[src/hw/rtl/ccs_pkg.sv]
// Types and constants for the C comment stripper.
// No dependencies; used by the top level, the checker and the testbench.
package ccs_pkg;

   // character codes
   localparam logic [7:0] CH_DQUOTE = 8'h22;
   localparam logic [7:0] CH_SQUOTE = 8'h27;
   localparam logic [7:0] CH_BSLASH = 8'h5C;
   localparam logic [7:0] CH_SLASH  = 8'h2F;
   localparam logic [7:0] CH_STAR   = 8'h2A;
   localparam logic [7:0] CH_NL     = 8'h0A;
   localparam logic [7:0] CH_SPACE  = 8'h20;

   // result queue geometry
   localparam int RSP_DEPTH = 4;
   localparam int RSP_PTR_W = $clog2(RSP_DEPTH);
   localparam int RSP_CNT_W = $clog2(RSP_DEPTH + 1);

   typedef enum logic [2:0] {
      MODE_NORMAL = 3'd0,
      MODE_SLASH  = 3'd1,
      MODE_LINE   = 3'd2,
      MODE_BLOCK  = 3'd3,
      MODE_STRING = 3'd4,
      MODE_CHAR   = 3'd5
   } scan_mode_type;

   typedef struct packed {
      logic       has_byte;
      logic [7:0] out_byte;
      logic       last_of_run;
      logic       end_of_text;
      logic       unterminated;
   } rsp_item_type;

endpackage

[src/hw/rtl/ccs_if.sv]
// Request and response channel interfaces of the C comment stripper.
// Depends on nothing but plain logic types.
interface ccs_req_if;
   logic       valid;
   logic       ready;
   logic [7:0] in_byte;
   logic       in_last;

   modport source (output valid, output in_byte, output in_last, input ready);
   modport sink   (input valid, input in_byte, input in_last, output ready);
endinterface

interface ccs_rsp_if;
   logic       valid;
   logic       ready;
   logic       has_byte;
   logic [7:0] out_byte;
   logic       last_of_run;
   logic       end_of_text;
   logic       unterminated;

   modport source (output valid, output has_byte, output out_byte, output last_of_run,
                   output end_of_text, output unterminated, input ready);
   modport sink   (input valid, input has_byte, input out_byte, input last_of_run,
                   input end_of_text, input unterminated, output ready);
endinterface

[src/hw/rtl/c_comment_stripper_unit.sv]
// C comment stripper: one source byte per request, up to two result bytes out.
// Results of an accepted request go into the result queue and leave on rsp in order.
// Throughput: one request per cycle while req is ready; a request giving two results writes both,
// and the 4-entry result queue keeps req ready while no more than two results wait.
// Reset (synchronous, active high): scanner back to normal text, result queue empty.
// Depends on ccs_pkg and the channel interfaces in ccs_if.sv.
module c_comment_stripper_unit
   import ccs_pkg::*;
(
   input  logic      clock,
   input  logic      reset,
   ccs_req_if.sink   req_bus,
   ccs_rsp_if.source rsp_bus
);

   // ---------------------------------------------------------------------
   // Scanner state
   // ---------------------------------------------------------------------
   scan_mode_type mode_ff, mode_in;
   logic          esc_ff, esc_in;     // unpaired backslash inside a literal
   logic          star_ff, star_in;   // previous block-comment byte was '*'

   // ---------------------------------------------------------------------
   // Result queue: small register file, up to two writes per cycle
   // ---------------------------------------------------------------------
   rsp_item_type         q_mem [RSP_DEPTH];
   logic [RSP_PTR_W-1:0] wr_ptr_ff, wr_ptr_in, wr_ptr_nx;
   logic [RSP_PTR_W-1:0] rd_ptr_ff, rd_ptr_in;
   logic [RSP_CNT_W-1:0] cnt_ff, cnt_in;

   logic       req_fire;
   logic       rsp_pop;
   logic [7:0] b;
   logic       last;

   assign b        = req_bus.in_byte;
   assign last     = req_bus.in_last;
   // room for two more results, judged on registered occupancy only
   assign req_bus.ready = (cnt_ff < RSP_CNT_W'(RSP_DEPTH - 1));
   assign req_fire = req_bus.valid && req_bus.ready;
   assign rsp_pop  = rsp_bus.valid && rsp_bus.ready;

   // ---------------------------------------------------------------------
   // Normal-text handling of the current byte (used in normal mode and
   // after a held slash that turns out not to open a comment)
   // ---------------------------------------------------------------------
   scan_mode_type nb_mode;
   logic          nb_emit;
   logic          nb_clr_esc;

   always_comb begin
      nb_mode    = MODE_NORMAL;
      nb_emit    = 1'b1;
      nb_clr_esc = 1'b0;
      priority if (b == CH_DQUOTE) begin
         nb_mode    = MODE_STRING;
         nb_clr_esc = 1'b1;
      end else if (b == CH_SQUOTE) begin
         nb_mode    = MODE_CHAR;
         nb_clr_esc = 1'b1;
      end else if (b == CH_SLASH) begin
         // hold the slash unless it ends the text
         if (!last) begin
            nb_mode = MODE_SLASH;
            nb_emit = 1'b0;
         end
      end else begin
         nb_emit = 1'b1;
      end
   end

   // ---------------------------------------------------------------------
   // Scanner step
   // ---------------------------------------------------------------------
   scan_mode_type step_mode;
   logic          step_esc;
   logic          step_star;
   logic [1:0]    n_emit;
   logic [7:0]    byte0, byte1;
   logic [7:0]    quote;
   logic          unterm;

   always_comb begin
      step_mode = mode_ff;
      step_esc  = esc_ff;
      step_star = star_ff;
      n_emit    = 2'd0;
      byte0     = b;
      byte1     = b;
      quote     = (mode_ff == MODE_STRING) ? CH_DQUOTE : CH_SQUOTE;
      unique case (mode_ff)
         MODE_STRING, MODE_CHAR: begin
            n_emit = 2'd1;
            if (b == quote && !esc_ff) begin
               step_mode = MODE_NORMAL;
            end
            step_esc = (b == CH_BSLASH) ? !esc_ff : 1'b0;
            if (b == CH_NL) begin
               step_mode = MODE_NORMAL;
               step_esc  = 1'b0;
            end
         end
         MODE_LINE: begin
            if (b == CH_NL) begin
               step_mode = MODE_NORMAL;
               n_emit    = 2'd1;
            end
         end
         MODE_BLOCK: begin
            if (b == CH_SLASH && star_ff) begin
               step_mode = MODE_NORMAL;
               step_star = 1'b0;
            end else begin
               if (b == CH_NL) begin
                  n_emit = 2'd1;
               end
               step_star = (b == CH_STAR);
            end
         end
         MODE_SLASH: begin
            priority if (b == CH_SLASH) begin
               step_mode = MODE_LINE;
            end else if (b == CH_STAR) begin
               // the opener's star cannot also close the comment
               step_mode = MODE_BLOCK;
               step_star = 1'b0;
               n_emit    = 2'd1;
               byte0     = CH_SPACE;
            end else begin
               // held slash goes out, then the byte as normal text
               byte0     = CH_SLASH;
               step_mode = nb_mode;
               n_emit    = nb_emit ? 2'd2 : 2'd1;
               if (nb_clr_esc) begin
                  step_esc = 1'b0;
               end
            end
         end
         default: begin
            step_mode = nb_mode;
            n_emit    = nb_emit ? 2'd1 : 2'd0;
            if (nb_clr_esc) begin
               step_esc = 1'b0;
            end
         end
      endcase
      unterm = (step_mode == MODE_BLOCK) || (step_mode == MODE_STRING) ||
               (step_mode == MODE_CHAR);
   end

   // ---------------------------------------------------------------------
   // Result items of this request
   // ---------------------------------------------------------------------
   rsp_item_type item0, item1;
   logic [1:0]   n_wr;

   always_comb begin
      n_wr = n_emit;
      if (n_emit == 2'd0 && last) begin
         n_wr = 2'd1;     // silent final byte still reports end of text
      end
      item0.has_byte     = (n_emit != 2'd0);
      item0.out_byte     = (n_emit != 2'd0) ? byte0 : 8'h00;
      item0.last_of_run  = (n_emit != 2'd2);
      item0.end_of_text  = (n_emit != 2'd2) && last;
      item0.unterminated = (n_emit != 2'd2) && last && unterm;
      item1.has_byte     = 1'b1;
      item1.out_byte     = byte1;
      item1.last_of_run  = 1'b1;
      item1.end_of_text  = last;
      item1.unterminated = last && unterm;
   end

   // ---------------------------------------------------------------------
   // Next state
   // ---------------------------------------------------------------------
   always_comb begin
      mode_in = mode_ff;
      esc_in  = esc_ff;
      star_in = star_ff;
      if (req_fire) begin
         if (last) begin
            // end of text: the next byte starts a fresh text
            mode_in = MODE_NORMAL;
            esc_in  = 1'b0;
            star_in = 1'b0;
         end else begin
            mode_in = step_mode;
            esc_in  = step_esc;
            star_in = step_star;
         end
      end
   end

   assign wr_ptr_nx = wr_ptr_ff + RSP_PTR_W'(1);

   always_comb begin
      wr_ptr_in = wr_ptr_ff;
      rd_ptr_in = rd_ptr_ff;
      if (req_fire) begin
         wr_ptr_in = wr_ptr_ff + RSP_PTR_W'(n_wr);
      end
      if (rsp_pop) begin
         rd_ptr_in = rd_ptr_ff + RSP_PTR_W'(1);
      end
      cnt_in = cnt_ff + (req_fire ? RSP_CNT_W'(n_wr) : RSP_CNT_W'(0))
                      - (rsp_pop ? RSP_CNT_W'(1) : RSP_CNT_W'(0));
   end

   always_ff @(posedge clock) begin
      if (reset) begin
         mode_ff   <= MODE_NORMAL;
         esc_ff    <= 1'b0;
         star_ff   <= 1'b0;
         wr_ptr_ff <= '0;
         rd_ptr_ff <= '0;
         cnt_ff    <= '0;
      end else begin
         mode_ff   <= mode_in;
         esc_ff    <= esc_in;
         star_ff   <= star_in;
         wr_ptr_ff <= wr_ptr_in;
         rd_ptr_ff <= rd_ptr_in;
         cnt_ff    <= cnt_in;
      end
   end

   // queue storage, payload only
   always_ff @(posedge clock) begin
      if (req_fire && n_wr != 2'd0) begin
         q_mem[wr_ptr_ff] <= item0;
      end
      if (req_fire && n_wr == 2'd2) begin
         q_mem[wr_ptr_nx] <= item1;
      end
   end

   // ---------------------------------------------------------------------
   // Response channel
   // ---------------------------------------------------------------------
   rsp_item_type head;

   assign head                 = q_mem[rd_ptr_ff];
   assign rsp_bus.valid        = (cnt_ff != '0);
   assign rsp_bus.has_byte     = head.has_byte;
   assign rsp_bus.out_byte     = head.out_byte;
   assign rsp_bus.last_of_run  = head.last_of_run;
   assign rsp_bus.end_of_text  = head.end_of_text;
   assign rsp_bus.unterminated = head.unterminated;

endmodule

[src/flat_wrapper.sv]
// flat-port wrapper written by rule: the top's interface ports become plain ports
module c_comment_stripper_unit_flat import ccs_pkg::*;
  (clock, reset, req_bus_valid, req_bus_in_byte, req_bus_in_last, req_bus_ready, rsp_bus_valid, rsp_bus_has_byte, rsp_bus_out_byte, rsp_bus_last_of_run, rsp_bus_end_of_text, rsp_bus_unterminated, rsp_bus_ready);
  ccs_req_if req_bus_i ();
  ccs_rsp_if rsp_bus_i ();
  input  logic clock;
  input  logic reset;
  input wire logic [$bits(req_bus_i.valid)-1:0] req_bus_valid;
  input wire logic [$bits(req_bus_i.in_byte)-1:0] req_bus_in_byte;
  input wire logic [$bits(req_bus_i.in_last)-1:0] req_bus_in_last;
  output wire logic [$bits(req_bus_i.ready)-1:0] req_bus_ready;
  output wire logic [$bits(rsp_bus_i.valid)-1:0] rsp_bus_valid;
  output wire logic [$bits(rsp_bus_i.has_byte)-1:0] rsp_bus_has_byte;
  output wire logic [$bits(rsp_bus_i.out_byte)-1:0] rsp_bus_out_byte;
  output wire logic [$bits(rsp_bus_i.last_of_run)-1:0] rsp_bus_last_of_run;
  output wire logic [$bits(rsp_bus_i.end_of_text)-1:0] rsp_bus_end_of_text;
  output wire logic [$bits(rsp_bus_i.unterminated)-1:0] rsp_bus_unterminated;
  input wire logic [$bits(rsp_bus_i.ready)-1:0] rsp_bus_ready;
  assign req_bus_i.valid = req_bus_valid;
  assign req_bus_i.in_byte = req_bus_in_byte;
  assign req_bus_i.in_last = req_bus_in_last;
  assign req_bus_ready = req_bus_i.ready;
  assign rsp_bus_valid = rsp_bus_i.valid;
  assign rsp_bus_has_byte = rsp_bus_i.has_byte;
  assign rsp_bus_out_byte = rsp_bus_i.out_byte;
  assign rsp_bus_last_of_run = rsp_bus_i.last_of_run;
  assign rsp_bus_end_of_text = rsp_bus_i.end_of_text;
  assign rsp_bus_unterminated = rsp_bus_i.unterminated;
  assign rsp_bus_i.ready = rsp_bus_ready;
  c_comment_stripper_unit u_core (.clock(clock), .reset(reset), .req_bus(req_bus_i), .rsp_bus(rsp_bus_i));
endmodule
[config.mk]
export PLATFORM = sky130hd
export DESIGN_NAME = c_comment_stripper_unit_flat
export DESIGN_NICKNAME = d
export VERILOG_FILES = /design/src/hw/rtl/ccs_pkg.sv /design/src/hw/rtl/ccs_if.sv /design/src/hw/rtl/c_comment_stripper_unit.sv /design/src/flat_wrapper.sv
export SDC_FILE = /design/constraint.sdc
export NUM_CORES = 1
export LEC_CHECK = 0
export ABC_AREA = 1
export BUFFER_PORTS_ARGS = -buffer_cell sky130_fd_sc_hd__buf_2
export CORE_UTILIZATION = 48
export CTS_BUF_LIST = sky130_fd_sc_hd__clkbuf_8
export DETAILED_ROUTE_END_ITERATION = 10
export PLACE_DENSITY_LB_ADDON = 0.05
export SLEW_MARGIN = 0
export SYNTH_ARGS = -nofsm -noshare
export SYNTH_HDL_FRONTEND = slang
export SYNTH_SLANG_ARGS = --single-unit
[constraint.sdc]
create_clock -name clock -period 3.2 [get_ports clock]
set_clock_uncertainty 0.15 [all_clocks]
set_input_delay 0.32 -clock clock [delete_from_list [all_inputs] [get_ports clock]]
set_output_delay 0.32 -clock clock [all_outputs]
set_load 0.02 [all_outputs]
==> summary.txt <==
Pwr
  • Switch share: 36.2%
  • Pint: 1.66 mW
  • Clock power share: 27.2%
  • Cell leakage power: 1.65 nW
  • Psw: 0.944 mW
  • Power Density: 673 mW/mm^2
  • Flop pwr share: 41.1%
  • Comb power frac: 31.7%
  • Peak supply drop: 0.000377 V

Setup path
  • Slowest cell delay on critical path: 0.49 ns
  • R2r endpoint: u_core.q_mem[1][8]$_DFFE_PP_
  • Worst R2R Path Depth: 9
  • Crit end category: register
  • CP startpoint: u_core.mode_ff[0]$_SDFFE_PP0P_
  • Crit path buffers/inverters: 0
  • CP Data Arrival Time: 2.73 ns
  • Slowest stage cell, crit path: dfxtp_1
  • CP Max Fanout: 13
  • CP Cell Sequence: nand2_1 > nor2_4 > nand3_2 > nand2_2 > nand3_4 > nand2_4 > nand2_4 > nand2_2 > nand2_1
  • CP Data Required Time: 3.02 ns
  • Startpoint Class: register
  • Reg-to-Reg Start: u_core.mode_ff[0]$_SDFFE_PP0P_
  • WS Path Type: reg2reg
  • Crit path max-delay family: simple AND/OR/NAND/NOR gates
  • Worst setup path endpoint: u_core.q_mem[1][8]$_DFFE_PP_
  • FF-to-FF setup slack: 0.30 ns
  • Worst path depth: 9

CTS
  • Clock H-tree levels: 3
  • Clk root buf: clkbuf_8
  • Postcts setup bufs: 0
  • Clock buffer depth: 2
  • Worst-Skew Late Latency: 0.34 ns
  • CTS resizes: 0
  • Total CTS buffers: 9
  • CTS tree: built
  • CTS clock-pin slew for the worst setup and hold paths: 0.07 ns
  • Clock sink count: 62
  • # hold bufs at CTS: 0

STA
  • Hold slack: 0.0888 ns
  • Tmin final: 2.90 ns
  • RSZ-0062 raised after global routing: no
  • # setup viols final: 0
  • Worst Max-Slew Pin Slew: 0.666 ns
  • Max Clk Rate: 0.344 GHz
  • Setup TNS Final: 0 ns
  • Final Slew Violations: 0
  • Worst Slack Setup Final: 0.295 ns
  • Final hold vios: 0
  • Slew margin rel.: 55.1%
  • Crit share post-route: 90.8%

Yosys
  • Syn nets: 430
  • Syn_area_per_cell: 8.53 sq um
  • Seq/Total Area, Yosys: 46.6%
  • Netlist cell types: 37
  • Synth Cell Area: 0.00352 sq mm
  • Yosys warning count: 0
  • Mapped Cells: 413
  • Synth Register Bits: 62

Status
  • Status: complete, no violations

Detailed routing
  • DRT Pass-1 Iters: 5
  • Iter 0 DRT Violations: 277
  • Routed Antenna Nets: 0
  • WL/cell: 16.3 microns
  • Vias per cell: 5.56
  • Final wirelength: 8750 microns
  • Via count: 2990
  • Post-route DRC: 0

Global route
  • Grt ovf: 0
  • Antenna violations before repair: 0
  • First-pass GRT wire length: 14100 microns
  • Largest net degree at the start of global routing: 26
  • GRT Total Usage: 24.7%
  • Vias in the first global route: 2800

Floorplan
  • I/O pin total: 27
  • Std-Cell Rows: 30
  • Initial Util: 50.7%
  • Die W: 87.6 microns
  • Height of the die: 87.6 microns
  • Die ar.: 0.00768 sq mm
  • Core Area: 0.00694 sq mm

Cells and area
  • Post-layout util: 55.8%
  • Area Overhead vs Synth: 10.1%
  • Final Net Count: 454
  • Most common cell after layout, fill and taps aside: nand2_1
  • Fraction of layout cells with a size suffix above 1: 20.8%
  • ANT cells: 0
  • Commonest non-fill, non-tap cells in the layout: nand2_1 (77), nor2_1 (43), edfxtp_1 (40)

Placed design
  • Final GP Congestion: 0.961
  • IO Port Bufs: 26
  • Place WS: 0.319 ns
  • Post-DP HPWL: 6290 microns

Worst hold path
  • Worst Hold Class: in2reg

Flow run
  • Max Cap Viol: 0
-- flip-flops by register name (all words and copies together), names as in the netlist, named ones only --
| name | cells |
|---|---|
| u_core.cnt_ff | 3 |
| u_core.wr_ptr_ff | 2 |
| u_core.mode_ff | 3 |
| u_core.q_mem | 48 |
| u_core.star_ff | 1 |
| u_core.rd_ptr_ff | 2 |
| u_core.esc_ff | 1 |
-- metrics by stage --
stage                     cell area, sq um  total power [mW]  cells
after floorplan                       3520              1.71    413
after detailed placement              3670              1.92    522
after global placement                3670              1.91    522
final                                 3880              2.61    538
after global routing                  3880              2.77    538
after CTS                             3880              2.63    538
-- routing by layer --
layer  vias up  share of wire (%)  track usage, %
met2       128                 44            37.9
li1       1482                  -               -
met5         -                  0               0
met4         0                2.1            11.6
met3        20                6.0            3.96
met1      1360                 48            34.3
-- power groups by stage --
stage | combinational (mW) | clock [mW] | sequential [mW]
final | 0.826 | 0.710 | 1.07
after global routing | 0.936 | 0.743 | 1.09
after CTS | 0.836 | 0.716 | 1.07
after detailed placement | 0.830 | 0 | 1.09
after global placement | 0.821 | 0 | 1.09
after floorplan | 0.644 | 0 | 1.07
-- synthesized netlist by cell type, drive strengths merged --
cell type | instances | area, sq um
buf | 8 | 88.8
and2 | 1 | 6.26
clkinv | 2 | 7.51
o31ai | 1 | 7.51
nor4 | 2 | 12.5
a21oi | 13 | 65.1
a31oi | 3 | 18.8
dfxtp | 22 | 440
edfxtp | 40 | 1200
nand2 | 94 | 425
nor2 | 49 | 241
fa | 1 | 20.0
nor3 | 3 | 15.0
nand3 | 39 | 223
ha | 3 | 37.5
o22ai | 22 | 138
clkbuf | 8 | 30.0
nand4 | 4 | 25.0
xor2 | 1 | 8.76
xnor2 | 1 | 8.76
o21ai | 61 | 369
inv | 35 | 131
-- kinds of logic (layout without fill, tap and decap cells) --
kind of cell    count (synthesis)  after routing  synth area share (%)
simple gates                  192            192                  26.9
compound gates                100            100                  17.0
flops                          62             62                  46.6
buf+inv                        53             82                  7.32
fa+ha+maj                       4              4                  1.63
xor+xnor                        2              2                 0.498
-- worst min-delay path by stage --
stage                                startpoint                                to  depth (start not counted)
6_report                                  reset       u_core.cnt_ff[1]$_SDFF_PP0_                          2
3_5_place_dp    u_core.q_mem[1][2]$_SDFFE_PP1N_   u_core.q_mem[1][2]$_SDFFE_PP1N_                          2
2_1_floorplan  u_core.q_mem[1][11]$_SDFFE_PP1N_  u_core.q_mem[1][11]$_SDFFE_PP1N_                          2
5_1_grt                                   reset       u_core.cnt_ff[1]$_SDFF_PP0_                          2
4_1_cts                                   reset       u_core.cnt_ff[1]$_SDFF_PP0_                          2
3_3_place_gp    u_core.q_mem[1][2]$_SDFFE_PP1N_   u_core.q_mem[1][2]$_SDFFE_PP1N_                          2
-- final cells by class --
| cell class | count | area, sq um |
|---|---|---|
| clock buffer | 11 | 151 |
| clock inverter | 5 | 50.0 |
| fill | 656 | 3070 |
| inverter | 37 | 139 |
| multi-input combinational | 298 | 1620 |
| sequential | 62 | 1640 |
| tap | 96 | 120 |
| timing repair buffer | 29 | 153 |
No activity file was read; power rests on OpenSTA's default activity.
